$ cat src/rtl/mset_pkg.sv
// Package for the multi-slot event timer: sizes, command and result codes,
// and the structs passed between the top level and the slot cells.
// No dependencies.
`default_nettype none
package mset_pkg;

  localparam int SLOTS  = 8;
  localparam int SLOT_W = 3;
  localparam int CNT_W  = 4;

  typedef enum logic [2:0] {
    CMD_TICK       = 3'd0,
    CMD_SCHEDULE   = 3'd1,
    CMD_OSCILLATE  = 3'd2,
    CMD_REMOVE     = 3'd3,
    CMD_REMOVE_ALL = 3'd4
  } cmd_t;

  typedef enum logic [2:0] {
    KIND_SCHED_ACK  = 3'd0,
    KIND_FIRE       = 3'd1,
    KIND_TICK_DONE  = 3'd2,
    KIND_REMOVE_ACK = 3'd3,
    KIND_RMALL_ACK  = 3'd4
  } kind_t;

  typedef enum logic [1:0] {
    ST_IDLE,
    ST_WALK,
    ST_DONE
  } state_t;

  // Contents of one timer slot.
  typedef struct packed {
    logic [31:0]        period;
    logic [31:0]        due;
    logic signed [16:0] reps;
    logic               osc;
    logic [7:0]         pin;
    logic               level;
  } slot_rec_t;

  // Per-cell control from the sequencer.
  typedef struct packed {
    logic wr;     // store a new slot record
    logic clr;    // free the slot
    logic shift;  // move the walk token one cell on
    logic adv;    // evaluate the cell holding the token
  } cell_ctl_t;

  // Per-cell status back to the sequencer.
  typedef struct packed {
    logic       used;
    logic       tok;
    logic       fire;
    logic       osc;
    logic [7:0] pin;
    logic       level;
  } cell_sts_t;

  // One result item.
  typedef struct packed {
    kind_t              kind;
    logic [SLOT_W-1:0]  slot;
    logic               ok;
    logic               osc;
    logic [7:0]         pin;
    logic               level;
    logic [CNT_W-1:0]   cnt;
    logic               last;
  } res_t;

endpackage
`default_nettype wire

$ cat src/rtl/mset_cell.sv
// One timer slot cell: holds a slot record and the walk token it passes on.
// Depends on mset_pkg.
`default_nettype none
module mset_cell (
  input  wire logic                clk,
  input  wire logic                rst_n,
  input  wire mset_pkg::cell_ctl_t ctl,
  input  wire mset_pkg::slot_rec_t wr_rec,
  input  wire logic                tok_in,
  input  wire logic [31:0]         now_ms,
  output mset_pkg::cell_sts_t      sts
);
  import mset_pkg::*;

  logic               used_r, used_nxt;
  logic               tok_r, tok_nxt;
  slot_rec_t          rec_r, rec_nxt;
  logic               hit;
  logic signed [16:0] reps_dec;

  // The cell holding the token fires when its slot is used and due.
  assign hit      = tok_r && ctl.adv && used_r && (now_ms >= rec_r.due);
  assign reps_dec = (rec_r.reps > 17'sd0) ? rec_r.reps - 17'sd1 : rec_r.reps;

  // Slot update on store, removal and firing.
  always_comb begin
    used_nxt = used_r;
    rec_nxt  = rec_r;
    tok_nxt  = ctl.shift ? tok_in : tok_r;
    if (ctl.wr) begin
      used_nxt = 1'b1;
      rec_nxt  = wr_rec;
    end else if (ctl.clr) begin
      used_nxt = 1'b0;
    end else if (hit) begin
      rec_nxt.reps = reps_dec;
      if (rec_r.osc) begin
        rec_nxt.level = ~rec_r.level;
      end
      if (reps_dec == 17'sd0) begin
        used_nxt = 1'b0;
      end else begin
        rec_nxt.due = rec_r.due + rec_r.period;
      end
    end
  end

  always_ff @(posedge clk) begin
    if (!rst_n) begin
      used_r <= 1'b0;
      tok_r  <= 1'b0;
    end else begin
      used_r <= used_nxt;
      tok_r  <= tok_nxt;
    end
    rec_r <= rec_nxt;
  end

  assign sts.used  = used_r;
  assign sts.tok   = tok_r;
  assign sts.fire  = hit;
  assign sts.osc   = rec_r.osc;
  assign sts.pin   = rec_r.osc ? rec_r.pin : 8'd0;
  assign sts.level = rec_r.osc ? rec_r.level : 1'b0;

endmodule
`default_nettype wire

$ cat src/rtl/multi_slot_event_timer.sv
// Multi-slot event timer top level: command decode, walk sequencer and the
// output register around a chain of slot cells. Depends on mset_pkg, mset_cell.
//
// Eight timer slots sit in a row of cells. Schedule, oscillate, remove and
// remove-all commands each give one result. A tick walks a token down the
// cell row, one slot per cycle, emitting a fire result for each due slot
// and then a tick-done result; the walk pauses whenever the output register
// is full and not being taken. A new command is taken only when the walk is
// finished and the output register can accept a result.
`default_nettype none
module multi_slot_event_timer (
  input  wire logic        clk,
  input  wire logic        rst_n,
  input  wire logic        in_tvalid,
  output logic             in_tready,
  // cmd[2:0], period_ms[34:3], repeats[50:35], first_delay[82:51],
  // pin_number[90:83], start_level[91], slot_sel[94:92], zero fill above
  input  wire logic [95:0] in_tdata,
  output logic             out_tvalid,
  input  wire logic        out_tready,
  // slot_out[2:0], ok[3], is_osc[4], pin_out[12:5], level_out[13],
  // count[17:14], zero fill above
  output logic [23:0]      out_tdata,
  // kind[2:0]
  output logic [2:0]       out_tuser,
  output logic             out_tlast
);
  import mset_pkg::*;

  // Input field split.
  cmd_t               cmd;
  logic [31:0]        period;
  logic signed [15:0] repeats;
  logic signed [31:0] delay;
  logic [7:0]         pin;
  logic               lvl;
  logic [SLOT_W-1:0]  sel;

  assign cmd     = cmd_t'(in_tdata[2:0]);
  assign period  = in_tdata[34:3];
  assign repeats = in_tdata[50:35];
  assign delay   = in_tdata[82:51];
  assign pin     = in_tdata[90:83];
  assign lvl     = in_tdata[91];
  assign sel     = in_tdata[94:92];

  state_t           state_r, state_nxt;
  logic [31:0]      now_r, now_nxt;
  logic [CNT_W-1:0] cnt_r, cnt_nxt;
  logic             out_valid_r, out_valid_nxt;
  res_t             res_r, res_nxt;

  cell_ctl_t  ctl [SLOTS];
  cell_sts_t  sts [SLOTS];
  logic [SLOTS-1:0] tok_vec;
  slot_rec_t  wr_rec;

  logic can_load, in_fire, start, adv, load;
  logic [SLOTS:0]    found;
  logic [SLOTS-1:0]  take;
  logic [SLOT_W-1:0] free_idx;
  logic [CNT_W-1:0]  used_cnt;
  logic [31:0]       sum;
  res_t              fire_res;
  logic              any_fire;

  assign can_load = !out_valid_r || out_tready;
  assign in_fire  = in_tvalid && in_tready;

  // Slot cell chain; the walk token enters at cell 0.
  for (genvar g = 0; g < SLOTS; g++) begin : g_cell
    logic tok_in;
    if (g == 0) begin : g_first
      assign tok_in = start;
    end else begin : g_next
      assign tok_in = sts[g-1].tok;
    end
    mset_cell u_cell (
      .clk    (clk),
      .rst_n  (rst_n),
      .ctl    (ctl[g]),
      .wr_rec (wr_rec),
      .tok_in (tok_in),
      .now_ms (now_r),
      .sts    (sts[g])
    );
    assign tok_vec[g] = sts[g].tok;
  end

  // Lowest free slot, count of used slots and the firing cell's report.
  always_comb begin
    found[0] = 1'b0;
    free_idx = '0;
    used_cnt = '0;
    any_fire = 1'b0;
    fire_res = '0;
    for (int i = 0; i < SLOTS; i++) begin
      take[i]    = !sts[i].used && !found[i];
      found[i+1] = found[i] || !sts[i].used;
      if (take[i]) begin
        free_idx = free_idx | SLOT_W'(i);
      end
      used_cnt = used_cnt + CNT_W'(sts[i].used);
      if (sts[i].fire) begin
        any_fire       = 1'b1;
        fire_res.slot  = fire_res.slot | SLOT_W'(i);
        fire_res.osc   = fire_res.osc | sts[i].osc;
        fire_res.pin   = fire_res.pin | sts[i].pin;
        fire_res.level = fire_res.level | sts[i].level;
      end
    end
    fire_res.kind = KIND_FIRE;
    fire_res.ok   = 1'b1;
  end

  // New slot record for schedule and oscillate.
  always_comb begin
    sum = now_r + (delay[31] ? period : 32'(unsigned'(delay)));
    wr_rec.period = period;
    wr_rec.due    = (sum == 32'd0) ? now_r : sum;
    wr_rec.osc    = (cmd == CMD_OSCILLATE);
    wr_rec.reps   = (cmd == CMD_OSCILLATE) ? {repeats, 1'b0} : {repeats[15], repeats};
    wr_rec.pin    = (cmd == CMD_OSCILLATE) ? pin : 8'd0;
    wr_rec.level  = (cmd == CMD_OSCILLATE) ? lvl : 1'b0;
  end

  // Next state.
  always_comb begin
    state_nxt = state_r;
    unique case (state_r)
      ST_IDLE: if (in_fire && cmd == CMD_TICK) state_nxt = ST_WALK;
      ST_WALK: if (can_load && sts[SLOTS-1].tok) state_nxt = ST_DONE;
      ST_DONE: if (can_load) state_nxt = ST_IDLE;
      default: state_nxt = ST_IDLE;
    endcase
  end

  // Sequencer outputs: handshake, cell control and the result to load.
  always_comb begin
    in_tready = (state_r == ST_IDLE) && can_load;
    start     = in_fire && (cmd == CMD_TICK);
    adv       = (state_r == ST_WALK) && can_load;
    load      = 1'b0;
    res_nxt   = '0;
    res_nxt.last = 1'b1;
    for (int i = 0; i < SLOTS; i++) begin
      ctl[i].wr    = 1'b0;
      ctl[i].clr   = 1'b0;
      ctl[i].shift = start || adv;
      ctl[i].adv   = adv;
    end
    unique case (state_r)
      ST_IDLE: begin
        if (in_fire) begin
          priority case (cmd)
            CMD_SCHEDULE, CMD_OSCILLATE: begin
              load         = 1'b1;
              res_nxt.kind = KIND_SCHED_ACK;
              res_nxt.ok   = found[SLOTS];
              res_nxt.slot = found[SLOTS] ? free_idx : '0;
              for (int i = 0; i < SLOTS; i++) ctl[i].wr = take[i];
            end
            CMD_REMOVE: begin
              load         = 1'b1;
              res_nxt.kind = KIND_REMOVE_ACK;
              res_nxt.slot = sel;
              res_nxt.ok   = sts[sel].used;
              res_nxt.cnt  = CNT_W'(sts[sel].used);
              ctl[sel].clr = 1'b1;
            end
            CMD_REMOVE_ALL: begin
              load         = 1'b1;
              res_nxt.kind = KIND_RMALL_ACK;
              res_nxt.ok   = 1'b1;
              res_nxt.cnt  = used_cnt;
              for (int i = 0; i < SLOTS; i++) ctl[i].clr = 1'b1;
            end
            default: load = 1'b0;
          endcase
        end
      end
      ST_WALK: begin
        load    = adv && any_fire;
        res_nxt = fire_res;
      end
      ST_DONE: begin
        load         = can_load;
        res_nxt.kind = KIND_TICK_DONE;
        res_nxt.ok   = 1'b1;
        res_nxt.cnt  = cnt_r;
      end
      default: load = 1'b0;
    endcase
  end

  // Time, fire count and output register.
  always_comb begin
    now_nxt = start ? now_r + 32'd1 : now_r;
    cnt_nxt = start ? '0 : ((adv && any_fire) ? cnt_r + CNT_W'(1) : cnt_r);
    out_valid_nxt = load ? 1'b1 : (out_tready ? 1'b0 : out_valid_r);
  end

  always_ff @(posedge clk) begin
    if (!rst_n) begin
      state_r     <= ST_IDLE;
      now_r       <= '0;
      cnt_r       <= '0;
      out_valid_r <= 1'b0;
    end else begin
      state_r     <= state_nxt;
      now_r       <= now_nxt;
      cnt_r       <= cnt_nxt;
      out_valid_r <= out_valid_nxt;
    end
    if (load) begin
      res_r <= res_nxt;
    end
  end

  assign out_tvalid = out_valid_r;
  assign out_tuser  = res_r.kind;
  assign out_tlast  = res_r.last;
  assign out_tdata  = {6'd0, res_r.cnt, res_r.level, res_r.pin, res_r.osc, res_r.ok,
                       res_r.slot};

`ifndef ASSERT_OFF
  a_one_token: assert property (@(posedge clk) disable iff (!rst_n)
    $onehot0(tok_vec)) else $error("more than one walk token");
  a_idle_no_token: assert property (@(posedge clk) disable iff (!rst_n)
    (state_r == ST_IDLE) |-> (tok_vec == '0)) else $error("token outside walk");
  a_walk_token: assert property (@(posedge clk) disable iff (!rst_n)
    (state_r == ST_WALK) |-> $onehot(tok_vec)) else $error("walk lost its token");
  a_cnt_range: assert property (@(posedge clk) disable iff (!rst_n)
    cnt_r <= CNT_W'(SLOTS)) else $error("fire count overflow");
`endif

endmodule
`default_nettype wire

$ cat config.mk
export PLATFORM = sky130hd
export DESIGN_NAME = multi_slot_event_timer
export DESIGN_NICKNAME = d
export VERILOG_FILES = /design/src/rtl/mset_pkg.sv /design/src/rtl/mset_cell.sv /design/src/rtl/multi_slot_event_timer.sv
export SDC_FILE = /design/constraint.sdc
export NUM_CORES = 2
export LEC_CHECK = 0
export BUFFER_PORTS_ARGS = -buffer_cell sky130_fd_sc_hd__buf_2
export CORE_MARGIN = 3
export CORE_UTILIZATION = 30
export CTS_CLUSTER_DIAMETER = 80
export DETAILED_ROUTE_END_ITERATION = 6
export GPL_TIMING_DRIVEN = 1
export PLACE_DENSITY = 0.47
export REMOVE_ABC_BUFFERS = 1
export SYNTH_ARGS = -nofsm -noshare
export SYNTH_HDL_FRONTEND = slang
export SYNTH_SLANG_ARGS = --single-unit
$ cat constraint.sdc
create_clock -name clk -period 8.7 [get_ports clk]
set_input_delay 0.435 -clock clk [delete_from_list [all_inputs] [get_ports clk]]
set_output_delay 0.435 -clock clk [all_outputs]
set_load 0.1 [all_outputs]
## Yosys cells after proc, flatten, opt, wreduce, memory -nomap -nowiden

Index checks and enable logic that the tools add are counted.

| storage, ports and cells | value |
|---|---|
| register bits after elaboration | 805 |
| memories kept | 0 |
| memory bits (read-only) | 0 |
| word-level logic and storage cells | 527 |
| bits in writable memories | 0 |
| latch bits | 0 |

| cells by class | value |
|---|---|
| divide/modulo/power cells | 0 |
| reduce and logical (&&, ||, !) cells | 143 |
| shifts and indexed selects | 0 |
| bitwise gates (word level) | 31 |
| magnitude comparators | 18 |
| multiplexer cells | 208 |
| $mul | 0 |
| equal/unequal tests | 25 |
| add/sub/neg operators | 26 |

Operator list:

| kind | number |
|---|---|
| 2-to-1 mux 49 bit | 24 |
| 2-to-1 mux 32 bit | 12 |
| adder 32 bit | 9 |
| >= comparator 32 bit | 8 |
| greater-than comparator 17 x 1 -> 1 bit, second input constant | 8 |
| logical NOT 17 bit | 8 |
| 2-to-1 mux 17 bit | 8 |
| subtractor 17 x 2 -> 17 bit, second input constant | 8 |
| 2-to-1 mux 1 bit | 88 |
| 2-to-1 mux 10 bit | 8 |
| 2-to-1 mux 8 bit | 9 |
| OR 8 bit | 7 |
| AND reduction 3 bit | 17 |
| nonzero test 3 bit | 16 |
| binary-select mux 13 bit (select 3 bit) | 1 |
| logical AND 1 bit | 38 |
| one-hot mux 1 bit (2 select lines) | 17 |
| nonzero test 2 bit | 17 |
| adder 32 x 1 -> 32 bit, second input constant | 1 |
| bitwise mux 32 bit | 1 |
| logical NOT 32 bit | 1 |
| AND reduction 2 bit | 16 |
| 2-to-1 mux 2 bit | 15 |
| 2-to-1 mux 3 bit | 10 |
| other kinds (33) | 104 |

## Logic depth before layout (Yosys ltp)

| depth | value |
|---|---|
| depth in word-level cells | 30 |
| depth in mapped cells | 19 |

## Hierarchy

Synthesis repeated with hierarchy kept, for this count alone.

| second synthesis, totals | value |
|---|---|
| cell total of the unflattened synthesis | 5976 |
| area total of the unflattened synthesis | 58777.6 µm² |

By module, submodules not included:

| module | cells each | area each (µm²) | times used | seq. area each (µm²) |
|---|---|---|---|---|
| mset_cell (g_cell[0].u_cell ...) | 642 | 6523.8 | 6 | 2772.7 |
| multi_slot_event_timer | 831 | 6840.3 | 1 | 1441.4 |
| mset_cell (g_cell[1].u_cell) | 669 | 6535.0 | 1 | 2772.7 |
| mset_cell (g_cell[7].u_cell) | 624 | 6259.8 | 1 | 2772.7 |

## Worst setup path before layout

Ideal clock, no wire load.

| timing | value |
|---|---|
| path type | flip-flop to flip-flop |
| from | register out_valid_r, in the netlist out_tvalid |
| to | register g_cell[4].u_cell.rec_r[27] (netlist name), enable pin |
| path buffers | 0 |
| arrival time | 4797 ps |
| required time | 8234 ps |
| setup time | 466 ps |
| stages on the path, launching flop included | 8 |
| path slack | 3437 ps |
| cell sequence | dfxtp_1 -> nand2b_1 -> and2_1 -> nand2_1 -> nor2_1 -> nor2_1 -> nand2_1 -> o21ai_0 |

| between the ends | value |
|---|---|
| elaborated cells between the ends (all ways) | 16 |

RTL lines:

| element | RTL line | text |
|---|---|---|
| from (decl) | multi_slot_event_timer.sv:50 | `logic out_valid_r, out_valid_nxt;` |
| from (signal assigned) | multi_slot_event_timer.sv:213 | `out_valid_r <= out_valid_nxt;` |
| logical NOT 1 bit (*) | multi_slot_event_timer.sv:67 | `assign can_load = !out_valid_r \|\| out_tready;` |
| logical OR 1 bit (*) | multi_slot_event_timer.sv:67 |  |
| logical AND 1 bit (*) | multi_slot_event_timer.sv:140 | `in_tready = (state_r == ST_IDLE) && can_load;` |
| via in_tready | multi_slot_event_timer.sv:15 | `output logic in_tready,` |
| logical AND 1 bit (*) | multi_slot_event_timer.sv:68 | `assign in_fire = in_tvalid && in_tready;` |
| 2-to-1 mux 32 bit (*) | multi_slot_event_timer.sv:154 | `if (in_fire) begin` |
| 2-to-1 mux 32 bit (*) | multi_slot_event_timer.sv:152 | `unique case (state_r)` |
| logical AND 1 bit (3 in a row) | mset_cell.sv:22 | `assign hit = tok_r && ctl.adv && used_r && (now_ms >= rec_r.due);` |
| nonzero test 2 bit (no source line) | -- |  |
| AND reduction 3 bit (no source line) (*) | -- |  |
| to (signal assigned) | mset_cell.sv:56 | `rec_r <= rec_nxt;` |
| to (decl) | mset_cell.sv:17 | `slot_rec_t rec_r, rec_nxt;` |

The timed path passes the listed nets; every way through them passes the cells marked *.
A chain may end at the register's enable or synchronous reset.

## Worst setup path in the final report

| timing | value |
|---|---|
| from | register now_r[0] |
| to | register g_cell[1].u_cell.rec_r[32] (netlist name), enable pin |

| between the ends | value |
|---|---|
| word-level cells in the longest chain between the ends | 4 |

RTL lines:

| element | RTL line | text |
|---|---|---|
| from (decl) | multi_slot_event_timer.sv:48 | `logic [31:0] now_r, now_nxt;` |
| from (signal assigned) | multi_slot_event_timer.sv:211 | `now_r <= now_nxt;` |
| >= comparator 32 bit | mset_cell.sv:22 |  |
| logical AND 1 bit | mset_cell.sv:22 |  |
| nonzero test 2 bit (no source line) | -- |  |
| AND reduction 3 bit (no source line) | -- |  |
| to (signal assigned) | mset_cell.sv:56 |  |
| to (decl) | mset_cell.sv:17 |  |

Every way passes these cells.

==> out/qor.log <==
qor: worst_hold_path.hold_class input port to register
qor: routing.vias 44400
qor: worst_setup_path.critPathMaxFanout 32
qor: global_routing.global_route.overflow_total 0
qor: timing.slew-limit-headroom 19.6%
qor: timing.finalHoldViolations 0
qor: clocking.h-tree-depth 3
qor: final_layout.final_layout_size_suffix_gt1_share 9.15%
qor: logic_synthesis.syn-instance-count 5571
qor: power.cell_internal_power 7.07 mW
qor: floorplan.floorplan.initialDensity 30.3%
qor: worst_setup_path.rrSetupSlack 2.61 ns
qor: clocking.cts.repair.resized 0
qor: worst_setup_path.cell_with_the_largest_stage_delay_on_the_worst_path o21ai_0
qor: power.ir_worst_vdd 0.156 mV
qor: logic_synthesis.seq_area_frac_synth 42.9%
qor: routing.routed_wl 193000 um
qor: routing.dr.first_iter.drc_count 3519
qor: timing.rsz0062_at_grt no
qor: final_layout.syn_to_final_growth 13.6%
qor: power.switching_share 24.8%
qor: routing.route.detailed.drc 0
qor: logic_synthesis.async_reset_ff_share 0%
qor: clocking.clock_sink_count 805
qor: routing.routedWlPerCell 23.5 um
qor: worst_setup_path.critical_path.reg2reg.startpoint now_r[0]$_SDFFE_PN0P_
qor: run_status.outcome finished, final reports clean
qor: worst_setup_path.r2r_cells 14
qor: logic_synthesis.synthesis.area_per_instance 9.88 um2
qor: clocking.cts.clk_slew.worst_paths 0.06 ns
qor: routing.drt-pass1-iter-count 6
qor: worst_setup_path.cp-startpoint now_r[0]$_SDFFE_PN0P_
qor: worst_hold_path.min_delay_path_depth 1
qor: timing.final.hold.worst_slack 0.0760 ns
qor: clocking.clk-insertion-delay-late 0.75 ns
qor: floorplan.placement_rows 156
qor: timing.setup_viol_count_final 0
qor: worst_setup_path.critical_path.endpoint_type register
qor: worst_setup_path.required 9.05 ns
qor: worst_setup_path.worstPathArrival 6.44 ns
qor: final_layout.nNetsFinal 6401
qor: logic_synthesis.synth.ff_latch_count 805
qor: clocking.cts-buffers-inserted 105
qor: floorplan.die_outline_height 434 um
qor: worst_setup_path.path_cells inv_1 -> ha_1 -> nand2b_1 -> a21oi_1 -> o21ai_0 -> a2111oi_1 -> buf_4 -> o21ai_0 -> a41oi_1 -> or3_1 -> o21ai_1 -> buf_4 -> and2_2 -> buf_4
qor: placed_design.place.gp.congestion 0.876
qor: clocking.ctsRootBufferMaster clkbuf_16
qor: placed_design.place_area 0.0589 mm2
qor: worst_setup_path.worstReg2RegEnd g_cell[1].u_cell.rec_r[32]$_DFFE_PP_
qor: logic_synthesis.synth_largest_area_cell edfxtp_1
qor: timing.finalCriticalPeriod 6.09 ns
qor: global_routing.largest_net_degree_at_the_start_of_global_routing 96
qor: logic_synthesis.ys_types 89
qor: power.powerDensity 150 mW/mm2
qor: power.power.leakage 25.0 nW
qor: floorplan.die_width 434 um
qor: timing.achievable-frequency 164 MHz
qor: power.power_frac_seq 45.2%
qor: clocking.clock_tree_from_tritoncts done
qor: worst_setup_path.cp-start-kind register
qor: power.net-switching-power 2.33 mW
qor: global_routing.gr-usage-all-layers 20.1%
qor: power.combPwrFrac 6.2%
qor: final_layout.final_core_utilization 34.5%
qor: logic_synthesis.ys.flop_type edfxtp_1
qor: timing.worst-slew-pin-transition 1.18 ns
qor: final_layout.finish.instance_area 0.0625 mm2
qor: global_routing.first_pass_grt_wire_length 282000 um
qor: logic_synthesis.post_synth_main_area_contributors edfxtp_1 41%, ha_1 13%, nor2_1 3.6%
qor: logic_synthesis.synth_top_cell_area_share 40.9%
qor: power.pwr-share-clk 48.6%
qor: routing.postRouteAntennaNets 0
qor: worst_setup_path.maximum_single_stage_delay_on_the_critical_path 0.75 ns
qor: clocking.max-clock-path-buffers 3
qor: global_routing.antenna_found_initial 19
qor: worst_setup_path.worst_setup_ep g_cell[1].u_cell.rec_r[32]$_DFFE_PP_
qor: timing.final_min_period_over_clock_period 70.0%
qor: floorplan.floorplan.core_area 0.182 mm2
qor: routing.via_per_inst 5.41
qor: timing.timing.final.max_slew_violations 0
qor: flow_run.max_cap_viol_count 0
qor: logic_synthesis.synth_enable_flop_cells 750
qor: global_routing.grt_pass1_vias 43500
qor: floorplan.io_pins 130
qor: timing.final.setup_skew 0.0566 ns
qor: worst_setup_path.crit_top_cell buf_4
qor: placed_design.buffer_ports.inserted 122
qor: logic_synthesis.synth.yosys.warnings 0
qor: logic_synthesis.mappedNetlistArea 0.0550 mm2
qor: worst_setup_path.critPathKind register to register
qor: timing.timing.setup.tns 0 ns
qor: placed_design.post-dp-hpwl 140000 um
qor: floorplan.die-area 0.189 mm2
-- critical path, delay by kind of cell (launching register included) --
family,cells,cell delay (ns)
buf+inv,4,1.43
flops,1,0.72
compound gates,6,2.06
fa+ha+maj,1,0.40
simple gates,3,0.97
-- power by group through the flow --
stage,Sequential (mW),Combinational (mW),Clock [mW]
after global routing,4.25,0.626,4.83
final,4.25,0.582,4.57
after floorplan,4.37,0.291,0
after detailed placement,4.34,0.580,0
after global placement,4.34,0.576,0
after CTS,4.25,0.583,4.68
-- worst min path at each step --
stage	from	to
global placement	g_cell[4].u_cell.tok_r$_SDFFE_PN0P_	g_cell[4].u_cell.tok_r$_SDFFE_PN0P_
floorplan	g_cell[5].u_cell.tok_r$_SDFFE_PN0P_	g_cell[5].u_cell.tok_r$_SDFFE_PN0P_
finish	in_tdata[3]	g_cell[5].u_cell.rec_r[59]$_DFFE_PP_
CTS	in_tdata[3]	g_cell[5].u_cell.rec_r[59]$_DFFE_PP_
global route	in_tdata[3]	g_cell[4].u_cell.rec_r[59]$_DFFE_PP_
detailed placement	g_cell[1].u_cell.tok_r$_SDFFE_PN0P_	g_cell[2].u_cell.tok_r$_SDFFE_PN0P_
-- layout make-up --
class / count / area [um2]
repair buffers: 220 / 1360
diodes: 4 / 10.0
flip-flops and latches: 805 / 23600
clock buffers: 119 / 2710
inverters: 351 / 1350
multi-input cells: 4251 / 29600
clock inverters: 80 / 883
well taps: 2370 / 2970
fillers: 18500 / 119000
-- kinds of logic after synthesis --
group	after synthesis	synth area share (%)
compound gates	1549	17.9
xor+xnor	369	5.87
fa+ha+maj	567	13.1
buf+inv	520	3.64
flops	805	42.9
mux	73	1.40
other cells	1	0.00681
simple gates	1687	15.2
-- synthesized netlist by cell type (126+ instances only) --
master	number
a31oi_1	255
xor2_1	155
xnor2_1	214
nand2_1	443
o21ai_0	336
ha_1	554
nor2_1	522
a21o_1	146
edfxtp_1	750
inv_1	346
nor3_1	126
a21oi_1	380
-- state kept, by name (all words and copies together), names as in the netlist --
signal                flops
cnt_r                     4
g_cell.u_cell.rec_r     720
g_cell.u_cell.sts         8
g_cell.u_cell.tok_r       8
g_cell.u_cell.used_r      8
now_r                    32
out_tdata                18
out_tlast                 1
out_tuser                 3
out_tvalid                1
state_r                   2
-- layer usage --
metal | global-route usage [%] | wire, um | vias up
li1 | - | - | 21200
met1 | 27.0 | 86300 | 21700
met2 | 33.3 | 89200 | 1217
met3 | 2.40 | 10500 | 282
met4 | 6.65 | 6800 | 6
met5 | 0 | 46 | -
-- cell usage in the layout (no fill, tap or decap), types with 55 or more instances in the layout --
cell type / instances
a21o_1: 146
a21oi_1: 378
a31oi_1: 252
and2_1: 67
buf_2: 122
buf_4: 96
clkbuf_16: 105
dfxtp_1: 55
edfxtp_1: 750
ha_1: 554
inv_1: 343
nand2_1: 441
nand2b_1: 65
nand3_1: 101
nand4_1: 65
nor2_1: 520
nor3_1: 125
o21a_1: 60
o21ai_0: 333
xnor2_1: 211
xor2_1: 153
-- per-stage QoR --
| step | total power [mW] | worst slack [ns] | cells |
|---|---|---|---|
| 2_1_floorplan | 4.66 | 1.22 | 5407 |
| 3_3_place_gp | 4.91 | 2.27 | 7996 |
| 3_5_place_dp | 4.92 | 2.34 | 7996 |
| 4_1_cts | 9.52 | 2.61 | 8196 |
| 5_1_grt | 9.71 | 2.34 | 8196 |
| 6_report | 9.40 | 2.61 | 8200 |
-- repair_timing --
action | 4_1_cts | 5_1_grt
hold endpoints to repair | 1 | 0
buffers inserted | 0 | 0
hold buffers | 1 | 0
Power figures use the tool's default switching activity.
